**config.mk**
```make
export PLATFORM = sky130hd
export DESIGN_NAME = i2c_register_transfer_sequencer_core
export DESIGN_NICKNAME = d
export VERILOG_FILES = /design/src/sv/i2crts_pkg.sv /design/src/sv/i2crts_step.sv /design/src/sv/i2crts_out_stage.sv /design/src/sv/i2c_register_transfer_sequencer_core.sv
export VERILOG_INCLUDE_DIRS = /design/src /design/src/sv
export SDC_FILE = /design/constraint.sdc
export NUM_CORES = 1
export LEC_CHECK = 0
export BUFFER_PORTS_ARGS = -buffer_cell sky130_fd_sc_hd__buf_2
export CORE_MARGIN = 5
export CORE_UTILIZATION = 50
export CTS_CLUSTER_DIAMETER = 200
export CTS_CLUSTER_SIZE = 12
export DETAILED_ROUTE_END_ITERATION = 8
export GPL_TIMING_DRIVEN = 1
export PLACE_DENSITY_LB_ADDON = 0.25
export SYNTH_ARGS = -nofsm -noshare
export SYNTH_HDL_FRONTEND = slang
export SYNTH_SLANG_ARGS = --single-unit
```
**constraint.sdc**
```tcl
create_clock -name clk -period 2.4 [get_ports clk]
set_clock_uncertainty 0.15 [all_clocks]
set_input_delay 0.12 -clock clk [delete_from_list [all_inputs] [get_ports clk]]
set_output_delay 0.12 -clock clk [all_outputs]
set_load 0.02 [all_outputs]
```
**src/sv/assert_macros.svh**
```systemverilog
// Assertion macros used by the top level of the transfer sequencer.
`ifndef ASSERT_MACROS_SVH
`define ASSERT_MACROS_SVH

// Implication checked at every clock edge outside reset.
`define CHK_IMPL(label, lhs, rhs, msg) \
  label: assert property (@(posedge clk) disable iff (rst) (lhs) |-> (rhs)) else $error(msg);

// Implication checked in the cycle after the antecedent.
`define CHK_NEXT(label, lhs, rhs, msg) \
  label: assert property (@(posedge clk) disable iff (rst) (lhs) |=> (rhs)) else $error(msg);

`endif

```
**src/sv/i2crts_pkg.sv**
```systemverilog
// Types, codes and constants of the I2C register transfer sequencer.
package i2crts_pkg;

  // Longest transfer, in data bytes
  localparam logic [7:0] MAX_LEN = 8'd255;
  // Register address auto-increment bit for multi-byte transfers
  localparam logic [7:0] AUTO_INC = 8'h80;
  localparam logic [7:0] ONE_BYTE = 8'd1;

  // Command codes
  localparam logic [1:0] MODE_WRITE = 2'd1;
  localparam logic [1:0] MODE_READ  = 2'd2;

  // Bus engine actions
  localparam logic [2:0] ACT_NONE   = 3'd0;
  localparam logic [2:0] ACT_START  = 3'd1;
  localparam logic [2:0] ACT_RSTART = 3'd2;
  localparam logic [2:0] ACT_TX     = 3'd3;
  localparam logic [2:0] ACT_RXEN   = 3'd4;
  localparam logic [2:0] ACT_ACK    = 3'd5;
  localparam logic [2:0] ACT_STOP   = 3'd6;

  // Status codes
  localparam logic [1:0] ST_IDLE = 2'd0;
  localparam logic [1:0] ST_BUSY = 2'd1;
  localparam logic [1:0] ST_DONE = 2'd2;
  localparam logic [1:0] ST_FAIL = 2'd3;

  // Sequencer phases
  localparam logic [4:0] PH_IDLE       = 5'd0;
  localparam logic [4:0] PH_START      = 5'd1;
  localparam logic [4:0] PH_DEV_W      = 5'd2;
  localparam logic [4:0] PH_REG        = 5'd3;
  localparam logic [4:0] PH_REG_WAIT   = 5'd4;
  localparam logic [4:0] PH_WDATA      = 5'd5;
  localparam logic [4:0] PH_WDATA_WAIT = 5'd6;
  localparam logic [4:0] PH_RSTART     = 5'd7;
  localparam logic [4:0] PH_DEV_R      = 5'd8;
  localparam logic [4:0] PH_DEV_R_WAIT = 5'd9;
  localparam logic [4:0] PH_RXEN       = 5'd10;
  localparam logic [4:0] PH_RX_WAIT    = 5'd11;
  localparam logic [4:0] PH_ACK_WAIT   = 5'd12;
  localparam logic [4:0] PH_STOP_OK    = 5'd13;
  localparam logic [4:0] PH_END_OK     = 5'd14;
  localparam logic [4:0] PH_STOP_FAIL  = 5'd15;
  localparam logic [4:0] PH_END_FAIL   = 5'd16;
  localparam logic [4:0] PH_STOP_RETRY = 5'd17;
  localparam logic [4:0] PH_END_RETRY  = 5'd18;

  // One tick from the host and the bus engine
  typedef struct packed {
    logic [1:0] mode;
    logic [6:0] dev_addr;
    logic [6:0] reg_addr;
    logic [7:0] byte_count;
    logic [7:0] write_byte;
    logic       done_req;
    logic       ack_missing;
    logic [7:0] rx_byte;
  } in_t;

  // Result of one tick
  typedef struct packed {
    logic [2:0] action;
    logic [7:0] tx_byte;
    logic       ack_level;
    logic       rx_valid;
    logic [7:0] rx_data;
    logic [7:0] byte_index;
    logic [1:0] status;
  } out_t;

  // Sequencer state
  typedef struct packed {
    logic [4:0] phase;
    logic       is_read;
    logic       pending;
    logic [6:0] saved_dev_addr;
    logic [6:0] saved_reg_addr;
    logic [7:0] saved_count;
    logic [7:0] byte_counter;
    logic [3:0] retry_counter;
  } state_t;

endpackage

```
**src/sv/i2crts_step.sv**
```systemverilog
// Next-state and action decode for one tick of the sequencer.
module i2crts_step (
  input  i2crts_pkg::state_t state,
  input  i2crts_pkg::in_t    req,
  input  logic [3:0]         max_retries,
  output i2crts_pkg::state_t state_next,
  output i2crts_pkg::out_t   res
);
  import i2crts_pkg::*;

  logic [7:0] cnt;
  logic [7:0] count_inc;

  // Length clamp for a new command
  always_comb begin
    cnt = req.byte_count;
    if (cnt == 8'd0) cnt = ONE_BYTE;
    if (cnt > MAX_LEN) cnt = MAX_LEN;
  end

  assign count_inc = state.byte_counter + 8'd1;

  // Phase decode
  always_comb begin
    state_next     = state;
    res            = '0;
    res.action     = ACT_NONE;
    res.status     = ST_BUSY;
    res.byte_index = state.byte_counter;
    case (state.phase)
      PH_IDLE: begin
        if (state.pending) begin
          state_next.phase = PH_START;
        end else if (req.mode == MODE_WRITE || req.mode == MODE_READ) begin
          state_next.pending        = 1'b1;
          state_next.is_read        = (req.mode == MODE_READ);
          state_next.saved_dev_addr = req.dev_addr;
          state_next.saved_reg_addr = req.reg_addr;
          state_next.saved_count    = cnt;
          state_next.phase          = PH_START;
        end else begin
          res.status = ST_IDLE;
        end
      end
      PH_START: begin
        res.action       = ACT_START;
        state_next.phase = PH_DEV_W;
      end
      PH_DEV_W: begin
        if (req.done_req) begin
          res.action       = ACT_TX;
          res.tx_byte      = {state.saved_dev_addr, 1'b0};
          state_next.phase = PH_REG;
        end
      end
      PH_REG: begin
        if (req.done_req) begin
          if (req.ack_missing) begin
            state_next.phase = (state.retry_counter < max_retries) ? PH_STOP_RETRY
                                                                   : PH_STOP_FAIL;
          end else begin
            state_next.retry_counter = 4'd0;
            res.action  = ACT_TX;
            res.tx_byte = {1'b0, state.saved_reg_addr} |
                          ((state.saved_count > ONE_BYTE) ? AUTO_INC : 8'd0);
            state_next.phase = PH_REG_WAIT;
          end
        end
      end
      PH_REG_WAIT: begin
        if (req.done_req) begin
          state_next.phase = req.ack_missing ? PH_STOP_FAIL :
                             (state.is_read ? PH_RSTART : PH_WDATA);
        end
      end
      PH_WDATA: begin
        res.action              = ACT_TX;
        res.tx_byte             = req.write_byte;
        state_next.byte_counter = count_inc;
        state_next.phase        = PH_WDATA_WAIT;
      end
      PH_WDATA_WAIT: begin
        if (req.done_req) begin
          if (req.ack_missing) state_next.phase = PH_STOP_FAIL;
          else state_next.phase = (state.byte_counter == state.saved_count) ? PH_STOP_OK
                                                                             : PH_WDATA;
        end
      end
      PH_RSTART: begin
        res.action       = ACT_RSTART;
        state_next.phase = PH_DEV_R;
      end
      PH_DEV_R: begin
        if (req.done_req) begin
          res.action       = ACT_TX;
          res.tx_byte      = {state.saved_dev_addr, 1'b1};
          state_next.phase = PH_DEV_R_WAIT;
        end
      end
      PH_DEV_R_WAIT: begin
        if (req.done_req) state_next.phase = req.ack_missing ? PH_STOP_FAIL : PH_RXEN;
      end
      PH_RXEN: begin
        res.action       = ACT_RXEN;
        state_next.phase = PH_RX_WAIT;
      end
      PH_RX_WAIT: begin
        if (req.done_req) begin
          res.rx_valid            = 1'b1;
          res.rx_data             = req.rx_byte;
          res.action              = ACT_ACK;
          res.ack_level           = (count_inc == state.saved_count);
          state_next.byte_counter = count_inc;
          state_next.phase        = PH_ACK_WAIT;
        end
      end
      PH_ACK_WAIT: begin
        if (req.done_req) begin
          state_next.phase = (state.byte_counter == state.saved_count) ? PH_STOP_OK
                                                                        : PH_RXEN;
        end
      end
      PH_STOP_OK: begin
        res.action       = ACT_STOP;
        state_next.phase = PH_END_OK;
      end
      PH_STOP_FAIL: begin
        res.action       = ACT_STOP;
        state_next.phase = PH_END_FAIL;
      end
      PH_END_OK: begin
        if (req.done_req) begin
          state_next.phase        = PH_IDLE;
          state_next.byte_counter = 8'd0;
          state_next.pending      = 1'b0;
          res.status              = ST_DONE;
        end
      end
      PH_END_FAIL: begin
        if (req.done_req) begin
          state_next.phase         = PH_IDLE;
          state_next.byte_counter  = 8'd0;
          state_next.retry_counter = 4'd0;
          state_next.pending       = 1'b0;
          res.status               = ST_FAIL;
        end
      end
      PH_STOP_RETRY: begin
        res.action               = ACT_STOP;
        state_next.retry_counter = state.retry_counter + 4'd1;
        state_next.phase         = PH_END_RETRY;
      end
      PH_END_RETRY: begin
        if (req.done_req) begin
          state_next.phase        = PH_IDLE;
          state_next.byte_counter = 8'd0;
        end
      end
      default: begin
        // Meaningless phase code: back to idle
        state_next.phase        = PH_IDLE;
        state_next.pending      = 1'b0;
        state_next.byte_counter = 8'd0;
        res.status              = ST_IDLE;
      end
    endcase
  end

endmodule

```
**src/sv/i2crts_out_stage.sv**
```systemverilog
// Result register that decouples the result side from the request side.
module i2crts_out_stage (
  input  logic             clk,
  input  logic             rst,
  input  logic             load,
  input  i2crts_pkg::out_t res,
  output logic             in_ready,
  output logic             out_valid,
  input  logic             out_ready,
  output i2crts_pkg::out_t out_data
);
  import i2crts_pkg::*;

  // Free when empty or when the held result leaves this cycle
  assign in_ready = !out_valid || out_ready;

  // Valid flag
  always_ff @(posedge clk) begin
    if (rst) begin
      out_valid <= 1'b0;
    end else if (load) begin
      out_valid <= 1'b1;
    end else if (out_ready) begin
      out_valid <= 1'b0;
    end
  end

  // Payload
  always_ff @(posedge clk) begin
    if (load) begin
      out_data <= res;
    end
  end

endmodule

```
**src/sv/i2c_register_transfer_sequencer_core.sv**
```systemverilog
// Top level of the I2C register transfer sequencer.
// Each accepted request is one tick of the sequencer: the phase logic updates the
// held state and the resulting bus action lands in the result register, so a
// result appears in the cycle after its request. One request is taken every clock;
// the result register is reloaded in the same cycle its previous result is taken,
// so only a stalled result side holds off new requests. max_retries resets to 3;
// the user writes it through cfg_we/cfg_wdata while no transfer is running (unchecked).
`include "assert_macros.svh"

module i2c_register_transfer_sequencer_core (
  input  logic             clk,
  input  logic             rst,
  input  logic             in_valid,
  output logic             in_ready,
  input  i2crts_pkg::in_t  in_data,
  output logic             out_valid,
  input  logic             out_ready,
  output i2crts_pkg::out_t out_data,
  input  logic             cfg_we,
  input  logic [3:0]       cfg_wdata
);
  import i2crts_pkg::*;

  logic       in_fire;
  logic [3:0] max_retries;
  state_t     state;
  state_t     state_next;
  out_t       step_res;

  assign in_fire = in_valid && in_ready;

  // Configuration register
  always_ff @(posedge clk) begin
    if (rst) begin
      max_retries <= 4'd3;
    end else if (cfg_we) begin
      max_retries <= cfg_wdata;
    end
  end

  // Sequencer state, advanced once per accepted tick
  always_ff @(posedge clk) begin
    if (rst) begin
      state <= '0;
    end else if (in_fire) begin
      state <= state_next;
    end
  end

  i2crts_step u_step (
    .state       (state),
    .req         (in_data),
    .max_retries (max_retries),
    .state_next  (state_next),
    .res         (step_res)
  );

  i2crts_out_stage u_out (
    .clk       (clk),
    .rst       (rst),
    .load      (in_fire),
    .res       (step_res),
    .in_ready  (in_ready),
    .out_valid (out_valid),
    .out_ready (out_ready),
    .out_data  (out_data)
  );

  // Checks
  `CHK_NEXT(a_fire_gives_result, in_fire, out_valid, "accepted tick left no result")
  `CHK_IMPL(a_counter_bound, 1'b1, state.byte_counter <= state.saved_count, "byte counter ran past length")
  `CHK_IMPL(a_rx_with_ack, out_valid && out_data.rx_valid, out_data.action == ACT_ACK, "received byte without ack action")

endmodule
```
==> results of run 1 <==
==> cells by family after synthesis <==
family	Yosys count	share of synthesized area, %
AO/OA/AOI/OAI	98	16.7
XOR/XNOR	16	3.50
adder cells (fa/ha/maj)	6	1.87
buffers and inverters	52	6.00
flip-flops	77	46.2
multiplexers	4	0.999
AND/OR/NAND/NOR	179	24.7
==> per-stage QoR <==
stage | util, % | hold WS [ns] | instance area, um2 | cells | setup slack, ns
2_1_floorplan | - | 0.0980 | 4010 | 432 | 0.0399
3_3_place_gp | 59.2 | 0.190 | 4600 | 611 | 0.122
3_5_place_dp | 59.2 | 0.199 | 4600 | 611 | 0.0837
4_1_cts | 68.6 | 0.0181 | 5330 | 675 | 0.0596
5_1_grt | 68.8 | 0.0451 | 5340 | 675 | 0.0518
6_report | 68.8 | 0.0290 | 5340 | 675 | 0.147
==> final timing paths <==
kind	from	to	cells past startpoint
setup / recovery	state[39]	state[7]	6
hold / removal	in_data[41]	state[35]	4
setup reg to reg	state[39]	state[7]	6
hold reg to reg	state[35]	state[35]	2
==> final cells by class <==
class                   instances  area (um2)
repair buffers                156        1100
inverters                      21        82.6
clock inverters                 5        87.6
flip-flops and latches         77        1850
multi-input cells             303        1930
clock buffers                  11         163
fillers                       612        2420
well taps                     102         128
==> registers in the layout (all words and copies together) (netlist names) <==
register and count:
max_retries 4, state 41, u_out.out_data 31, u_out.out_valid 1
==> routing by layer <==
metal / routed length, um / part of all wire (%) / track usage (%) / vias up
li1: - / - / - / 1835
met1: 4640 / 44 / 28.6 / 1744
met2: 5060 / 47 / 34.9 / 170
met3: 806 / 7.6 / 3.65 / 20
met4: 150 / 1.4 / 7.04 / 0
met5: 0 / 0 / 0 / -
==> layout by cell type (no fill, tap or decap), drive strengths merged, types with 9 or more instances in the layout <==
| cell | synthesis | routed |
|---|---|---|
| nand2 | 62 | 62 |
| dfxtp | 46 | 46 |
| and2 | 13 | 13 |
| nor2 | 19 | 19 |
| buf | 18 | 108 |
| xnor2 | 9 | 9 |
| o21ai | 13 | 13 |
| edfxtp | 31 | 31 |
| dlygate4sd3 | 0 | 48 |
| nor4 | 10 | 10 |
| nand3 | 10 | 10 |
| clkbuf | 13 | 11 |
| a21oi | 39 | 39 |
| inv | 20 | 21 |
==> power by group <==
group / switching, mW / internal, mW / total [mW]
Combinational: 0.716 / 0.567 / 1.28
Sequential: 0.153 / 1.49 / 1.65
Clock: 0.501 / 0.688 / 1.19
==> repair_timing <==
item,CTS,global route
endpoints found under the hold margin,42,0
endpoints found under the setup margin,0,22
resized for setup,0,3
hold buffers,48,0
==> critical path, delay by kind of cell, from the launching register on <==
kind	cells	cell delay, ns
AND/OR/NAND/NOR	2	0.66
AO/OA/AOI/OAI	2	0.55
flip-flops	1	0.46
buffers and inverters	2	0.37
==> impl_metrics.toml, run 1 <==
[yosys]
syn_avg_cell_area_um2 = 9.27
synth_ff_type = "dfxtp_1"
synth_area_leader_cell = "edfxtp_1"
synth_area_leaders = "edfxtp_1 23%, dfxtp_1 23%, nand2_1 5.7%"
synth_commonest_cells = "61 x nand2_1, 46 x dfxtp_1, 39 x a21oi_1"
synth_edf_count = 31
synth_top_area_share_pct = 23.2
ys_warn_count = 0
synth_area_um2 = 4010
ys_seq_area_share_pct = 46.2
synth_cell_types = 66
synth_nets = 489
async_flop_share_pct = 0
syn_inst = 432
synth-seq-cells = 77
yosysMostFrequentCell = "nand2_1"

[placement]
place.port_buffers = 83
dp_hpwl_um = 7030
place.gp.congestion = 0.897

[clock_network]
clock_path_buffers = 2
post_cts_buffers = 0
htree_num_levels = 3
clk-insertion-delay-late_ns = 0.34
numCtsBuffers = 9
clk_pin_slew_ns = 0.08
cts-root-buf = "clkbuf_8"
clkSinkCount = 77
cts_tree = "yes"

[power_and_ir_drop]
p_leak_nw = 2.18
peakVddDrop_uv = 454
p_per_area_nw_per_um2 = 771
power_mw = 4.12

[floorplanning]
rows = 32
initial_core_util_pct = 51.6
pin_count = 84
core_area_um2 = 7770
die_y_um = 99.5
die-area_um2 = 9900
die_w_um = 99.5

[worst_setup_path]
arrival_ns = 2.39
critPathMaxStageDelay_ns = 0.46
critPathMaxFanout = 16
cp-end-kind = "flip-flop"
ff2ff_setup_slack_ns = 0.15
startpoint_type = "flip-flop"
path_class = "flip-flop to flip-flop"
required_ns = 2.54
crit_path_top_delay_cell = "dfxtp_1"
path_cells = "buf_4 -> or3b_2 -> a211o_1 -> inv_1 -> and2_1 -> a32o_1"

[grt]
grt_pass1_vias = 3563
grt_max_degree = 43
grt_pass1_wl_um = 17200
grt_remaining_overflow = 0
antenna_found_initial = 0
grt_usage_pct = 21.3

[outcome]
status = "finished, final reports clean"

[timing]
fin_crit_sh_pct = 93.9
max_slew_margin_pct = 59.2
clock.fmax_ghz = 0.444
rsz0062_at_grt = "false"
setup_viol = 0
slew_viol_final = 0
tns_ns = 0
worst_pin_slew_ns = 0.607
fin_crit_ns = 2.25
hold_violations = 0

[detailed_routing]
dr.pass1.iters = 5
vias = 3769
drt.antenna.violating_nets = 0
wirelength_um = 10700
drc_errors = 0
vias_per_cell = 5.58
drt_iter0_drc = 270
drt-wirelength-per-cell_um = 15.8

[hold_path]
holdCritPathClass = "primary input to flip-flop"

[final_layout]
area_delta_synth_final_pct = 33.4
nNetsFinal = 625
drive_above_1_share_pct = 24.3
antenna_cells = 0

[flow_run]
max_cap_violations = 0
Power figures use the tool's default switching activity.
==> run 2, diff against run 1 <==
- REMOVE_ABC_BUFFERS: unset -> 1
==> run 2 against run 1 <==
Clock-buffer cell count did not move. Fmax fell by 1.7%. First-iteration DRC count rose by 8.1%. Global-route usage rose by 0.75 points. Wire length rose by 0.85%. Worst hold slack got worse by 0.016 ns. Sequential power barely moved. Critical path type unchanged. Critical endpoint is now state[6].
==> impl_metrics.toml, run 2 (synthesis gave the netlist of run 1 again) <==
[outcome]
status = "finished, final reports clean"

[timing]
final.setup.worst_slack_ns = 0.108
slew_viol_final = 0
fin_crit_sh_pct = 95.5
setup_viol = 0
fin_crit_ns = 2.29
worst_pin_slew_ns = 0.854
max_slew_margin_pct = 42.6
clock.fmax_ghz = 0.436
hold_violations = 0

[flow_run]
max_cap_violations = 0

[worst_setup_path]
cp-end-kind = "flip-flop"
critPathMaxFanout = 14
path_class = "flip-flop to flip-flop"
required_ns = 2.49
startpoint_type = "flip-flop"
path_cells = "buf_4 -> nor4bb_1 -> nor4b_2 -> a221oi_2 -> buf_4 -> o21ai_0 -> a32o_1"
critPathMaxStageDelay_ns = 0.42
crit_top_cell = "buf_4"
arrival_ns = 2.39
worst-path-buf-inv = 2
crit_path_top_delay_cell = "dfxtp_1"
cpLargestDelayFamily = "compound AO/OA/AOI/OAI gates"

[final_layout]
largest_register_ffs = 41
finalNonFillerCells = 676
final_core_util_pct = 68.2
area_delta_synth_final_pct = 32.3
design_area_um2 = 5300
nNetsFinal = 625
drive_above_1_share_pct = 24.3
regMostFlops = "state"
reg_top3 = "state (41), u_out.out_data (31), max_retries (4)"
layout_commonest_cell = "buf_2"
mostFrequentLayoutCells = "83 x buf_2, 61 x nand2_1, 48 x dlygate4sd3_1"

[placement]
place.port_buffers = 83
placed_cells = 611
placed_area_um2 = 4610
dpl_worst_slack_ns = 0.0412
place.gp.congestion = 0.907
dp_hpwl_um = 7100

[detailed_routing]
drc_errors = 0
drt.antenna.violating_nets = 0
vias = 3791
wirelength_um = 10700
drt-wirelength-per-cell_um = 15.9
drt_iter0_drc = 292
vias_per_cell = 5.61
dr.pass1.iters = 5

[hold_path]
holdCritPathClass = "primary input to flip-flop"

[grt]
globalRoute.busiestLayer = "met2"
grt_util_met1_pct = 27.3
grt_pass1_vias = 3732
grt_max_degree = 43
use_met3_pct = 5.05
antenna_found_initial = 1
met2_usage_pct = 36.7
grt_remaining_overflow = 0
grt_usage_pct = 22.0
grt_pass1_wl_um = 17600

[clock_network]
htree_num_levels = 3
clock_path_buffers = 2
post_cts_buffers = 0
clk_pin_slew_ns = 0.08
cts-root-buf = "clkbuf_8"
numCtsBuffers = 9
cts_tree = "yes"
clkSinkCount = 77
clk-insertion-delay-late_ns = 0.35

[floorplanning]
die_y_um = 99.5
core_area_um2 = 7770
rows = 32
initial_core_util_pct = 51.6
die-area_um2 = 9900
die_w_um = 99.5
pin_count = 84

[power_and_ir_drop]
p_per_area_nw_per_um2 = 741
peakVddDrop_uv = 380
p_leak_nw = 2.17
run 2: area by class of cell:
| type | instances | area (um2) |
|---|---|---|
| Fill cell | 636 | 2470 |
| Multi-Input combinational cell | 303 | 1930 |
| Sequential cell | 77 | 1850 |
| Timing Repair Buffer | 156 | 1110 |
| Clock buffer | 11 | 163 |
| Tap cell | 102 | 128 |
| Inverter | 21 | 78.8 |
| Clock inverter | 5 | 31.3 |
| Antenna cell | 1 | 2.50 |
run 2: worst register-to-register path, stage by stage, from the launching register on:
cell	delay [ns]
dfxtp_1	0.42
buf_4	0.23
nor4bb_1	0.37
nor4b_2	0.13
a221oi_2	0.30
buf_4	0.23
o21ai_0	0.10
a32o_1	0.26
run 2: final timing paths:
kind | startpoint | endpoint | slack, ns | cells past startpoint
hold / removal | in_data[41] | state[35] | 0.01 | 4
setup / recovery | state[37] | state[6] | 0.11 | 7
setup reg to reg | state[37] | state[6] | 0.11 | 7
hold reg to reg | state[35] | state[35] | 0.31 | 2
run 2: what timing repair did:
item	CTS	global route
hold buffers	48	0
endpoints found under the setup margin	0	7
gates resized for setup	0	3
endpoints found under the hold margin	42	0
run 2: metal layers:
metal | wire, um | part of all wire [%] | vias up
met5 | 0 | 0 | -
met4 | 351 | 3.3 | 0
met2 | 5030 | 47 | 161
met1 | 4600 | 43 | 1754
li1 | - | - | 1848
met3 | 756 | 7.0 | 28
run 2: report_power, final:
part	total (mW)	leakage (nW)	internal (mW)	switching, mW
Sequential	1.62	0.686	1.49	0.124
Clock	0.962	0.101	0.465	0.497
Combinational	1.35	1.38	0.585	0.761
Total	3.92	2.17	2.54	1.38
run 2: metrics by stage:
stage	TNS [ns]	hold slack [ns]	power (mW)
6_report	0	0.0130	3.92
5_1_grt	-0.0515	0.0347	4.13
4_1_cts	0	0.000390	3.90
3_5_place_dp	0	0.192	2.89
3_3_place_gp	0	0.196	2.87
2_1_floorplan	-0.798	0.0391	2.38
==> run 3, diff against run 2 <==
- ABC_AREA: unset -> 1
- SLEW_MARGIN: unset -> 20
- clock period: 2.4 -> 1.98 ns (I/O delays scaled with it)
==> run 3 against run 2 <==
Non-clock buffer count up 6. Worst hold slack better by 0.035 ns. Utilization down 0.51 points. Critical path type is now primary input to flip-flop. Highest routed layer unchanged.
==> impl_metrics.toml, run 3 <==
[yosys]
ys_seq_area_share_pct = 44.5
synth_top_family_by_area = "simple AND/OR/NAND/NOR gates"
synth_commonest_cells = "145 x nand2_1, 78 x inv_1, 63 x nor2_1"
synth-seq-cells = 77
synth_area_leader_cell = "edfxtp_1"
synth.area.mux_share_pct = 0
synth_area_um2 = 4160
syn_inst = 563
synth_area_leaders = "edfxtp_1 22%, dfxtp_1 22%, nand2_1 13%"
synth_edf_count = 31
async_flop_share_pct = 0
synth_compound_area_share_pct = 10.8
synth-simple-area-share_pct = 29.5
synth_top_area_share_pct = 22.4
synth_cell_types = 36
yosysMostFrequentCell = "nand2_1"
ys_warn_count = 0
synth-adder-area-share_pct = 1.80
synth_ff_type = "dfxtp_1"
synth_xor_area_share_pct = 2.95
syn_avg_cell_area_um2 = 7.39

[worst_setup_path]
startpoint_type = "primary input"
arrival_ns = 1.95
path_cells = "dlygate4sd3_1 -> buf_2 -> nand2_1 -> dlygate4sd3_1 -> nand3_1 -> dlygate4sd3_1"
critPathMaxStageDelay_ns = 0.56
cp-end-kind = "flip-flop"
crit_top_cell = "dlygate4sd3_1"
crit_start = "cfg_wdata[0]"
crit_path_top_delay_cell = "dlygate4sd3_1"
r2r_end = "state[7]"
ff2ff_path_depth = 8
ff2ff_setup_slack_ns = 0.15
path_class = "primary input to flip-flop"
critPathMaxFanout = 1
rr_startpoint = "state[37]"
required_ns = 2.08

[timing]
worst_pin_slew_ns = 0.447
clock.fmax_ghz = 0.539
max_slew_margin_pct = 70.1
rsz0062_at_grt = "false"
hold_violations = 0
fin_crit_sh_pct = 93.7
fin_crit_ns = 1.85
setup_viol = 0
tns_ns = 0
slew_viol_final = 0

[floorplanning]
die_y_um = 101
die_w_um = 101
initial_core_util_pct = 50.9
pin_count = 84
rows = 33
die-area_um2 = 10200
core_area_um2 = 8180

[grt]
grt_usage_pct = 23.3
grt_pass1_wl_um = 18900
antenna_found_initial = 0
grt_util_met1_pct = 29.4
grt_max_degree = 31
use_met3_pct = 4.55
globalRoute.busiestLayer = "met2"
grt_remaining_overflow = 0
met2_usage_pct = 38.7
grt_pass1_vias = 4033

[flow_run]
max_cap_violations = 0

[final_layout]
largest_register_ffs = 41
nNetsFinal = 777
reg_top3 = "state (41), u_out.out_data (31), max_retries (4)"
final_core_util_pct = 67.7
mostFrequentLayoutCells = "145 x nand2_1, 83 x buf_2, 78 x inv_1"
layout_commonest_cell = "nand2_1"
regMostFlops = "state"
antenna_cells = 0
fill_cells = 685
drive_above_1_share_pct = 22.5
area_delta_synth_final_pct = 33.0

[hold_path]
hold_start = "in_data[40]"
min_path_cells = 5
holdCritPathClass = "primary input to flip-flop"
hold_end = "state[35]"

[power_and_ir_drop]
peakVddDrop_uv = 483
p_per_area_nw_per_um2 = 1120
switching_share_pct = 43.0
power_frac_comb_pct = 45.1
intPower_mw = 3.53
seqPwrFrac_pct = 37.9
clockPowerShare_pct = 17.0
p_leak_nw = 2.76
power_mw = 6.19
p_sw_mw = 2.66

[clock_network]
cts-root-buf = "clkbuf_8"
clk-insertion-delay-late_ns = 0.36
clk_pin_slew_ns = 0.08
numCtsBuffers = 9
clock_path_buffers = 2
cts_tree = "yes"
clkSinkCount = 77
htree_num_levels = 3

[placement]
place.gp.congestion = 0.903
place.port_buffers = 83
dp_hpwl_um = 8180

[detailed_routing]
drt.antenna.violating_nets = 0
vias_per_cell = 5.06
drt-wirelength-per-cell_um = 14.0
wirelength_um = 11700
drt_iter0_drc = 332
drc_errors = 0
dr.pass1.iters = 7
vias = 4198

[outcome]
status = "finished, final reports clean"
[run 3: layout make-up]
type / instances / area (um2) / area share (%)
Inverter: 87 / 328 / 5.92
Clock inverter: 6 / 38.8 / 0.701
Multi-Input combinational cell: 383 / 1900 / 34.3
Tap cell: 105 / 131 / 2.37
Sequential cell: 77 / 1860 / 33.6
Clock buffer: 10 / 128 / 2.31
Timing Repair Buffer: 162 / 1150 / 20.8
[run 3: cell families after synthesis]
kind of cell    after synthesis
simple gates                279
compound gates               84
fa+ha+maj                     6
flops                        77
buf+inv                     103
xor+xnor                     14
[run 3: stage by stage]
step	setup WS, ns	cells	hold WS, ns	instance area (um2)
floorplan	-0.515	547	0.0181	4050
global placement	-0.00916	763	0.162	4820
detailed placement	-0.0369	763	0.184	4820
CTS	0.0108	831	0.0198	5520
global route	0.00739	830	0.0797	5540
finish	0.125	830	0.0478	5540
[run 3: power by group through the flow]
stage	combinational (mW)	sequential [mW]	clock, mW
after floorplan	1.72	2.43	0
after global placement	2.63	2.35	0
after detailed placement	2.63	2.36	0
after CTS	2.72	2.33	1.07
after global routing	3.09	2.39	1.14
final	2.79	2.34	1.05
[run 3: how the worst max path moves through the flow]
stage | cells after the start | to | slack (ns)
after detailed placement | 6 | u_out.out_data[16] | -0.04
after global routing | 8 | state[6] | 0.007
final | 6 | max_retries[0] | 0.13
after CTS | 7 | u_out.out_data[19] | 0.01
after global placement | 6 | u_out.out_data[28] | -0.009
after floorplan | 8 | state[11] | -0.52
[run 3: metal layers]
metal | routed length, um | vias to the layer above
li1 | - | 2114
met1 | 4970 | 1859
met2 | 5370 | 200
met3 | 973 | 25
met4 | 344 | 0
met5 | 0 | -
[run 3: worst max-delay path, delay by kind of cell]
kind	cells	cell delay, ns
buffers and inverters	4	1.74
and+or+nand+nor	2	0.12
[run 3: repair_timing]
item	in CTS	in global routing
endpoints found under the hold margin	49	0
gates resized for setup	4	11
setup buffers	0	0
endpoints found under the setup margin	13	32
gates cloned	0	0
hold buffers	52	0
